[src/hdl/sync_header_frame_deframer_assert.svh]
// Assertion macros for the deframer RTL.
`ifndef SYNC_HEADER_FRAME_DEFRAMER_ASSERT_SVH
`define SYNC_HEADER_FRAME_DEFRAMER_ASSERT_SVH

// Same-cycle implication, checked only while out of reset.
`define SHDF_ASSERT_NOW(lbl, clk_i, rstn_i, ante, cons, msg) \
  lbl: assert property (@(posedge clk_i) disable iff (!(rstn_i)) (ante) |-> (cons)) \
    else $error(msg);

// Next-cycle implication, checked only while out of reset.
`define SHDF_ASSERT_NEXT(lbl, clk_i, rstn_i, ante, cons, msg) \
  lbl: assert property (@(posedge clk_i) disable iff (!(rstn_i)) (ante) |=> (cons)) \
    else $error(msg);

`endif

[src/hdl/shdf_pkg.sv]
// Types and constants shared by the sync header frame deframer.
`default_nettype none

package shdf_pkg;

  localparam logic [7:0] HDR_FIRST  = 8'hAA;
  localparam logic [7:0] HDR_SECOND = 8'h55;

  typedef enum logic [5:0] {
    PH_HUNT1  = 6'b000001,
    PH_HUNT2  = 6'b000010,
    PH_ADDR   = 6'b000100,
    PH_LEN_LO = 6'b001000,
    PH_LEN_HI = 6'b010000,
    PH_BODY   = 6'b100000
  } shdf_phase_t;

  typedef enum logic [3:0] {
    ST_IGNORED  = 4'd0,
    ST_HEADER   = 4'd1,
    ST_ADDR     = 4'd2,
    ST_LENGTH   = 4'd3,
    ST_BODY     = 4'd4,
    ST_DONE     = 4'd5,
    ST_TOO_LONG = 4'd6,
    ST_RESTART  = 4'd7,
    ST_RESYNCED = 4'd8
  } shdf_status_t;

  typedef struct packed {
    logic [7:0] rx_byte;
    logic       resync;
  } shdf_in_t;

  typedef struct packed {
    shdf_status_t status;
    logic [7:0]   byte_out;
    logic [16:0]  frame_offset;
    logic [7:0]   frame_addr;
    logic [15:0]  frame_len;
  } shdf_out_t;

endpackage

`default_nettype wire

[src/hdl/shdf_parser.sv]
// Frame parser: header hunt, address and length capture, body countdown.
`default_nettype none

module shdf_parser
  import shdf_pkg::*;
#(
  parameter int MAX_PAYLOAD = 256,
  parameter int CHECK_BYTES = 2
) (
  input  wire          clk,
  input  wire          rst_n,
  input  wire          accept,
  input  shdf_in_t     item,
  output shdf_out_t    result,
  output shdf_phase_t  phase
);

  localparam logic [16:0] MaxLen    = 17'(MAX_PAYLOAD);
  localparam logic [16:0] CheckCnt  = 17'(CHECK_BYTES);

  shdf_phase_t  phase_r, phase_nxt;
  logic [16:0]  rem_r, rem_nxt;
  logic [16:0]  pos_r, pos_nxt;
  logic [7:0]   addr_r, addr_nxt;
  logic [15:0]  len_r, len_nxt;

  shdf_status_t status;
  logic [7:0]   echo;
  logic [16:0]  offs;
  logic [15:0]  len_full;
  logic [16:0]  rem_load;
  logic [16:0]  rem_dec;

  assign len_full = {item.rx_byte, len_r[7:0]};
  assign rem_load = {1'b0, len_full} + CheckCnt;
  assign rem_dec  = rem_r - 17'd1;

  always_comb begin
    phase_nxt = phase_r;
    rem_nxt   = rem_r;
    pos_nxt   = pos_r;
    addr_nxt  = addr_r;
    len_nxt   = len_r;
    status    = ST_IGNORED;
    echo      = item.rx_byte;
    offs      = '0;
    if (item.resync) begin
      phase_nxt = PH_HUNT1;
      rem_nxt   = '0;
      pos_nxt   = '0;
      status    = ST_RESYNCED;
      echo      = '0;
    end else begin
      case (phase_r)
        PH_HUNT1: begin
          if (item.rx_byte == HDR_FIRST) begin
            status    = ST_HEADER;
            pos_nxt   = 17'd1;
            phase_nxt = PH_HUNT2;
          end
        end
        PH_HUNT2: begin
          rem_nxt = '0;
          if (item.rx_byte == HDR_SECOND) begin
            status    = ST_HEADER;
            offs      = 17'd1;
            pos_nxt   = 17'd2;
            phase_nxt = PH_ADDR;
          end else if (item.rx_byte == HDR_FIRST) begin
            // A repeated first header byte may itself open a new frame.
            status    = ST_RESTART;
            pos_nxt   = 17'd1;
            phase_nxt = PH_HUNT2;
          end else begin
            pos_nxt   = '0;
            phase_nxt = PH_HUNT1;
          end
        end
        PH_ADDR: begin
          status    = ST_ADDR;
          offs      = 17'd2;
          addr_nxt  = item.rx_byte;
          pos_nxt   = 17'd3;
          phase_nxt = PH_LEN_LO;
        end
        PH_LEN_LO: begin
          status    = ST_LENGTH;
          offs      = 17'd3;
          len_nxt   = {8'd0, item.rx_byte};
          pos_nxt   = 17'd4;
          phase_nxt = PH_LEN_HI;
        end
        PH_LEN_HI: begin
          offs    = 17'd4;
          len_nxt = len_full;
          if ({1'b0, len_full} > MaxLen) begin
            status    = ST_TOO_LONG;
            rem_nxt   = '0;
            pos_nxt   = '0;
            phase_nxt = PH_HUNT1;
          end else if (rem_load == 17'd0) begin
            // Empty frame with no check bytes ends on the length byte.
            status    = ST_DONE;
            rem_nxt   = '0;
            pos_nxt   = '0;
            phase_nxt = PH_HUNT1;
          end else begin
            status    = ST_LENGTH;
            rem_nxt   = rem_load;
            pos_nxt   = 17'd5;
            phase_nxt = PH_BODY;
          end
        end
        PH_BODY: begin
          offs = pos_r;
          if (rem_dec == 17'd0) begin
            status    = ST_DONE;
            rem_nxt   = '0;
            pos_nxt   = '0;
            phase_nxt = PH_HUNT1;
          end else begin
            status  = ST_BODY;
            rem_nxt = rem_dec;
            pos_nxt = pos_r + 17'd1;
          end
        end
        default: begin
          rem_nxt   = '0;
          pos_nxt   = '0;
          phase_nxt = PH_HUNT1;
        end
      endcase
    end
  end

  always_ff @(posedge clk) begin
    if (!rst_n) begin
      phase_r <= PH_HUNT1;
      rem_r   <= '0;
      pos_r   <= '0;
      addr_r  <= '0;
      len_r   <= '0;
    end else if (accept) begin
      phase_r <= phase_nxt;
      rem_r   <= rem_nxt;
      pos_r   <= pos_nxt;
      addr_r  <= addr_nxt;
      len_r   <= len_nxt;
    end
  end

  assign result.status       = status;
  assign result.byte_out     = echo;
  assign result.frame_offset = offs;
  assign result.frame_addr   = addr_nxt;
  assign result.frame_len    = len_nxt;
  assign phase               = phase_r;

endmodule

`default_nettype wire

[src/hdl/sync_header_frame_deframer.sv]
// Top level of the sync header frame deframer.
`default_nettype none
`include "sync_header_frame_deframer_assert.svh"

// Byte-serial deframer for frames of the form 0xAA 0x55, address, length low,
// length high, then length payload bytes plus CHECK_BYTES checksum bytes. Each
// input transfer (one byte, or a resync marker for a receive overrun) yields
// exactly one result transfer carrying a status code, the echoed byte, its
// offset from the first header byte and the address and length latched for the
// current frame. Lengths above MAX_PAYLOAD drop the frame with a too-long status.
// The parser state advances in the cycle a byte is accepted and the result is
// registered, so one byte per cycle is sustained while the consumer keeps up.
// The output side is a two-entry register stage: a new byte is still accepted
// while one result waits on a stalled consumer, and in_stall rises only when
// both entries are full. Checksum verification and per-address dispatch are
// left to the logic downstream.
module sync_header_frame_deframer
  import shdf_pkg::*;
#(
  parameter int MAX_PAYLOAD = 256,
  parameter int CHECK_BYTES = 2
) (
  input  wire        clk,
  input  wire        rst_n,
  input  wire        in_valid,
  output logic       in_stall,
  input  shdf_in_t   in_data,
  output logic       out_valid,
  input  wire        out_stall,
  output shdf_out_t  out_data
);

  logic         in_accept;
  logic         out_pop;
  shdf_out_t    result;
  shdf_phase_t  phase;

  // Main output register and the skid entry behind it.
  logic         out_valid_r, out_valid_nxt;
  shdf_out_t    out_data_r, out_data_nxt;
  logic         skid_valid_r, skid_valid_nxt;
  shdf_out_t    skid_data_r, skid_data_nxt;

  shdf_parser #(
    .MAX_PAYLOAD (MAX_PAYLOAD),
    .CHECK_BYTES (CHECK_BYTES)
  ) u_parser (
    .clk    (clk),
    .rst_n  (rst_n),
    .accept (in_accept),
    .item   (in_data),
    .result (result),
    .phase  (phase)
  );

  // The input stalls only while the skid entry holds a result, which is a
  // registered condition, so stall never depends combinationally on out_stall.
  assign in_stall  = skid_valid_r;
  assign in_accept = in_valid && !skid_valid_r;
  assign out_pop   = out_valid_r && !out_stall;

  always_comb begin
    out_valid_nxt  = out_valid_r;
    out_data_nxt   = out_data_r;
    skid_valid_nxt = skid_valid_r;
    skid_data_nxt  = skid_data_r;
    if (out_pop) begin
      if (skid_valid_r) begin
        out_data_nxt   = skid_data_r;
        skid_valid_nxt = 1'b0;
      end else if (in_accept) begin
        out_data_nxt = result;
      end else begin
        out_valid_nxt = 1'b0;
      end
    end else if (in_accept) begin
      if (out_valid_r) begin
        // Consumer is holding the current result; park the new one.
        skid_data_nxt  = result;
        skid_valid_nxt = 1'b1;
      end else begin
        out_data_nxt  = result;
        out_valid_nxt = 1'b1;
      end
    end
  end

  always_ff @(posedge clk) begin
    if (!rst_n) begin
      out_valid_r  <= 1'b0;
      skid_valid_r <= 1'b0;
    end else begin
      out_valid_r  <= out_valid_nxt;
      skid_valid_r <= skid_valid_nxt;
    end
  end

  always_ff @(posedge clk) begin
    out_data_r  <= out_data_nxt;
    skid_data_r <= skid_data_nxt;
  end

  assign out_valid = out_valid_r;
  assign out_data  = out_data_r;

  // The skid entry only fills behind a waiting result.
  `SHDF_ASSERT_NOW(a_skid_behind_main, clk, rst_n, skid_valid_r, out_valid_r,
                   "skid entry holds a result while the output register is empty")

  // A resync always leaves the parser hunting for the first header byte.
  `SHDF_ASSERT_NEXT(a_resync_hunts, clk, rst_n, in_accept && in_data.resync,
                    phase == PH_HUNT1, "parser not hunting after resync")

  // A completed frame returns the parser to the header hunt.
  `SHDF_ASSERT_NEXT(a_done_hunts, clk, rst_n, in_accept && (result.status == ST_DONE),
                    phase == PH_HUNT1, "parser not hunting after frame done")

  // Every accepted byte leaves the output register holding a result next cycle, its own or an earlier one.
  `SHDF_ASSERT_NEXT(a_accept_gives_result, clk, rst_n, in_accept, out_valid_r,
                    "accepted transfer left no result")

endmodule

`default_nettype wire
[config.mk]
export PLATFORM = sky130hd
export DESIGN_NAME = sync_header_frame_deframer
export DESIGN_NICKNAME = d
export VERILOG_FILES = /design/src/hdl/shdf_pkg.sv /design/src/hdl/shdf_parser.sv /design/src/hdl/sync_header_frame_deframer.sv
export VERILOG_INCLUDE_DIRS = /design/src /design/src/hdl
export SDC_FILE = /design/constraint.sdc
export NUM_CORES = 1
export LEC_CHECK = 0
export BUFFER_PORTS_ARGS = -buffer_cell sky130_fd_sc_hd__buf_2
export CAP_MARGIN = 20
export CORE_UTILIZATION = 50
export CTS_BUF_LIST = sky130_fd_sc_hd__clkbuf_8
export CTS_CLUSTER_DIAMETER = 80
export DETAILED_ROUTE_END_ITERATION = 12
export PLACE_DENSITY = 0.71
export SYNTH_ARGS = -nofsm -noshare
export SYNTH_HDL_FRONTEND = slang
export SYNTH_SLANG_ARGS = --single-unit
[constraint.sdc]
create_clock -name clk -period 5.1 [get_ports clk]
set_input_delay 0.255 -clock clk [delete_from_list [all_inputs] [get_ports clk]]
set_output_delay 0.255 -clock clk [all_outputs]
set_load 0.02 [all_outputs]
# == Yosys cells after proc, flatten, opt, wreduce, memory -nomap -nowiden ==
# Index checks and enable logic that the tools add are counted.
# word_totals
elab_cells,100
latchBits,0
rom_bits,0
mem_count,0
inputBits,13
reg_bits,172
ram_bits,0
# op_classes
mul,0
shift,0
order_cmp,1
n_reduce_logical,17
eq_ne,14
n_div,0
mux,46
add_sub_neg,3
bitwise_logic,2
# op_table
operator,n
$mux W53,5
$mux W17,10
$pmux W17 S6,1
$pmux W17 S5,1
$pmux W17 S3,1
$mux W6,6
$pmux W6 S6,1
$logic_not A17 Y1,2
$pmux W16 S2,1
$mux W8,3
$pmux W4 S6,1
$add A16 B2 Y17 const B,1
$add A17 B1 Y17 const B,1
$sub A17 B1 Y17 const B,1
$gt A16 B9 Y1 const B,1
$mux W16,1
$mux W4,3
$reduce_and A3 Y1,4
$mux W3,3
$eq A8 B7 Y1 const B,1
$eq A8 B8 Y1 const B,1
$mux W1,8
$eq A6 B1 Y1 const B,1
$eq A6 B2 Y1 const B,1
15 further kinds,24

# == Depth between registers and ports, before layout ==
# logic_depth
ltp_word,9
ltp_mapped,11

# == By module ==
# A second synthesis with hierarchy kept.
# unflattened
cells_unflattened,756
hier_area_um2,8514.4
# by_module_without_submodules
module,n_inst,seq_area_each_um2,cells_each,area_each_um2
shdf_parser,1,1281.2,576,4548.1
sync_header_frame_deframer,1,3223.1,180,3966.3

# == Worst setup path after synthesis ==
# No wires, ideal clock.
# synth_path
path_type,register -> register
start,register skid_valid_r (netlist: in_stall)
end,"register out_data_r, in the netlist out_data[0] (enable)"
stages_incl_launch_ff,6
slack_ns,-0.665
setup_ns,0.544
synth_period_minus_slack_ns,5.765
t_arrival_ns,5.222
path_cell_list,dfxtp_1 > nor2b_1 > clkbuf_1 > clkinv_1 > ha_1 > a211oi_1
# synth_via
elab_chain_len,4
word_cells_on_any_way,5
classes_between,reduce/logical: 5
# synth_rtl
element,line,rtl
"start, declared",sync_header_frame_deframer.sv:41,"logic skid_valid_r, skid_valid_nxt;"
"start signal, assigned",sync_header_frame_deframer.sv:94,skid_valid_r <= skid_valid_nxt;
$logic_not A1 Y1,sync_header_frame_deframer.sv:59,assign in_accept = in_valid && !skid_valid_r;
$logic_and A1 B1 Y1,sync_header_frame_deframer.sv:59,
$reduce_bool A2 Y1 (no line),--,
$reduce_and A3 Y1 (no line) *,--,
"end signal, assigned",sync_header_frame_deframer.sv:99,out_data_r <= out_data_nxt;
"end, declared",sync_header_frame_deframer.sv:40,"shdf_out_t out_data_r, out_data_nxt;"
# Every way passes the cells marked *; elsewhere a longest branch is shown, timed or not.
# A chain may end at the register's enable or synchronous reset.

# == Worst setup path after layout ==
# layout_path
start,register u_parser.rem_r[1]
end,register u_parser.pos_r[5]
# layout_via
elab_chain_len,5
# layout_rtl
element,line,rtl
"start, declared",shdf_parser.sv:22,"logic [16:0] rem_r, rem_nxt;"
"start signal, assigned",shdf_parser.sv:145,rem_r <= rem_nxt;
$sub A17 B1 Y17,shdf_parser.sv:36,assign rem_dec = rem_r - 17'd1;
$logic_not A17 Y1,shdf_parser.sv:116,if (rem_dec == 17'd0) begin
$mux W17,shdf_parser.sv:116,
$pmux W17 S6,shdf_parser.sv:54,case (phase_r)
$mux W17,shdf_parser.sv:47,if (item.resync) begin
"end signal, assigned",shdf_parser.sv:146,pos_r <= pos_nxt;
"end, declared",shdf_parser.sv:23,"logic [16:0] pos_r, pos_nxt;"
# No other way between the ends.

==> out/summary.md <==
The final route contains 6,212 vias. For the worst-skew pair, the clock arrives at the later sink with an insertion delay of 0.47 ns. The clock period minus worst slack came out at 3.18 ns. For the number of failing hold endpoints at the final stage, the log shows 0. The origin of the critical flop-to-flop path was u_parser.rem_r[1]$_SDFFE_PN0P_. The final RePlAce weighted congestion is 0.896, and the final setup slack of the worst path is 1.92 ns. The tools report the quantity of hold-fixing buffers added after cts as 0.

STA classifies the critical path endpoint as a flip-flop. After floorplanning, the core was sized to cover 16,500 um2. Before antenna repair, the detailed router went through 5 iterations.

The logs give 0.271 for the worst max-slew margin expressed relative to the limit and 0 for the total inserted antenna cells. The number of DRC violations after detailed routing was 0; the maximum number of pins on one net before global-route repair was 70. In this run the remaining antenna-violating nets after routing total 0. Worst-margin pin slew: 1.09 ns. On the final layout, the worst clock skew is 0.0138 ns.

The number of buffers created by CTS was 17; the setup TNS after final layout was 0 ns. The yosys synthesis warning count came out at 0. Post-CTS repair changed the size of 0 cells.

The synthesized design contains 106 enable-type register cells. For this run, the post-layout net count is 860. The number of global-route vias before repair was 5,735. Clock tree synthesis found a total of 172 sinks. After detailed routing, the total wire length is 18,100 um. Fraction of final layout cells sized beyond drive strength 1: 0.208. The clock tree synthesis step divided the H-tree into 4 levels. For the share of the core filled with cells, the log shows 0.560. The final count of pins violating max slew was 0. The buffer levels on the longest clock path was 2; the width of the die was 132 um. The worst-case hold path end point is in_stall$_SDFFE_PP0P_.

The critical path arrival came out at 3.52 ns. The source of the worst hold timing path is in_valid. The fraction of post-synthesis cell area in the top cell type by area works out to 0.379. The class of the most critical setup path is reg -> reg.

The clock transition at the registers of the reported paths came out at 0.09 ns. For this run, the leading register cell type out of synthesis is edfxtp_1. The count of state elements after synthesis was 172; the timing-limited maximum frequency was 315 MHz. Averaged over all synthesized cells, the footprint is 10.5 um2. End of the worst register-to-register path: u_parser.pos_r[5]$_SDFFE_PN0P_.

The share of flip-flops with an asynchronous set or reset after synthesis came out at 0. Final clock period utilization by the worst path: 0.623. For the DRC marker count from the first detailed-route iteration, the log shows 483.

Detail-routed net length per standard cell: 16.9 um. After synthesis, the netlist uses 70 different library cells. Floorplan die height: 132 um.

The number of maximum-capacitance constraint violations is 0, and the initial antenna violation count is 0. The run gives 0.215 as the overall track demand over capacity in global routing. The full die area is 17,300 um2, and the peak ir drop on the vdd network is 0.185 mV. For this design the ratio of total power to cell area is 303 nW/um2.

The number of cells in the design after placement came out at 1,043. Worst hold-check path type: in -> reg. The initial core utilization is 0.509, and the total half-perimeter wirelength after legalization and detailed placement is 11,900 um. The biggest fanout along the worst timing path came out at 14. Counting every net in the synthesized netlist gives 819. At the worst endpoint, the required time is 5.45 ns. In this run the clock root is driven by a clkbuf_8. The run finished with clean final reports. In this run the register-to-register setup slack is 1.92 ns.

Post-CTS timing repair inserted 0 buffers for setup. The combined area of all synthesized cells was 8400 um2. At the placement stage, the worst setup path has a slack of 1.95 ns. Number of port buffers: 67. The tools report the gate count after technology mapping as 801. The number of cells on the worst reg-to-reg path is 8. Global routing finished with a remaining overflow of 0. The count of final setup violators is 0. Using the TritonRoute via totals, the vias-per-cell ratio works out to 5.78. TritonCTS built the clock tree. Fill cells in the final layout number 1,413.

The worst hold path was traced through 3 stages. The total power draw is 2800 uW, and the reported leakage power is 0.00341 uW. The tools report the wire length of the first global-routing pass as 29,700 um.

The floorplan has 47 rows. The layout overhead on the synthesized area was 10.2%. By area the synthesized netlist is led by edfxtp_1, dfxtp_1, mux2_2. The finished layout holds 1,074 standard cells, fillers aside. Setup repair after global routing left no endpoint under its margin.

The run gives 0.536 as the sequential area share after synthesis. The I/O pin count is 68. The nature of the critical path startpoint was a flip-flop. edfxtp_1 takes more of the synthesized area than any other cell.
==> cell usage after synthesis, types with 9 or more instances <==
cell	number
edfxtp_1	106
nor2_1	88
dfxtp_1	66
a21oi_1	53
nand2_1	53
clkbuf_1	41
mux2_2	40
inv_1	28
o21ai_0	27
a211oi_1	25
mux2i_1	19
nor4_1	18
nand3_1	17
and2_1	16
nor3_1	16
xor2_1	14
nor2_2	13
a22oi_1	11
nand4_1	11
or3_1	10
xnor2_1	10
nor2b_1	9
==> kinds of logic (layout without fill, tap and decap cells) <==
group / Yosys count / after routing / share of synthesized area
AO/OA/AOI/OAI: 166 / 166 / 0.132
buffers and inverters: 82 / 135 / 0.0404
AND/OR/NAND/NOR: 293 / 293 / 0.183
flip-flops: 172 / 172 / 0.536
adder cells (fa/ha/maj): 5 / 5 / 0.00744
XOR/XNOR: 24 / 24 / 0.0250
multiplexers: 59 / 59 / 0.0762
==> per-layer routing <==
metal | global-route usage | vias to the layer above | wire, um
li1 | - | 3004 | -
met1 | 0.298 | 2959 | 8360
met2 | 0.330 | 219 | 8340
met3 | 0.0494 | 30 | 1110
met4 | 0.0782 | 0 | 299
met5 | 0 | - | 0
==> area by class of cell <==
type                            count  area, um2  share of cell area
Clock buffer                       18        248              0.0267
Clock inverter                     13        143              0.0154
Inverter                           30        113              0.0122
Multi-Input combinational cell    547       3580               0.386
Sequential cell                   172       4500               0.486
Tap cell                          220        275              0.0297
Timing Repair Buffer               74        400              0.0432
==> through the flow <==
step           hold WS (ns)  instance area, um2
6_report              0.106                9260
3_5_place_dp          0.462                8870
2_1_floorplan         0.354                8410
3_3_place_gp          0.457                8870
5_1_grt               0.110                9260
4_1_cts              0.0866                9260
==> cell usage in the layout, fill, tap and decap left out, drive strengths merged, types with 25 or more instances in the layout <==
cell type,n
edfxtp,106
nor2,101
buf,74
dfxtp,66
a21oi,53
nand2,53
mux2,40
inv,34
o21ai,30
a211oi,25
==> registers in the layout, indices dropped and copies added (netlist names) <==
| signal | cells |
|---|---|
| out_valid | 1 |
| u_parser.phase | 6 |
| u_parser.rem_r | 17 |
| out_data | 53 |
| u_parser.addr_r | 8 |
| in_stall | 1 |
| skid_data_r | 53 |
| u_parser.pos_r | 17 |
| u_parser.len_r | 16 |
==> power breakdown <==
group	internal, uW	switching, uW
Clock	450	509
Combinational	81.4	192
Sequential	1550	23.3
Total	2080	724
==> how the worst max path moves through the flow <==
stage,startpoint,endpoint,slack [ns],cells past startpoint
detailed placement,u_parser.rem_r[1]$_SDFFE_PN0P_,u_parser.pos_r[5]$_SDFFE_PN0P_,1.95,8
floorplan,in_stall$_SDFFE_PP0P_,out_data[0]$_DFFE_PP_,1.18,5
global placement,u_parser.rem_r[1]$_SDFFE_PN0P_,u_parser.pos_r[16]$_SDFFE_PN0P_,2.01,8
finish,u_parser.rem_r[1]$_SDFFE_PN0P_,u_parser.pos_r[5]$_SDFFE_PN0P_,1.92,8
global route,u_parser.rem_r[1]$_SDFFE_PN0P_,u_parser.pos_r[5]$_SDFFE_PN0P_,1.72,8
CTS,u_parser.rem_r[1]$_SDFFE_PN0P_,u_parser.pos_r[5]$_SDFFE_PN0P_,1.93,8
==> worst max-delay path: stages, from the launching register on <==
cell and delay [ns]:
dfxtp_1 0.36, inv_1 0.13, ha_1 0.28, or4b_4 0.59
o41a_1 0.46, a2111oi_4 0.47, a21boi_2 0.19, o21ai_4 0.47
nor2_1 0.11
Note: power is estimated with default switching activity, not from simulation.
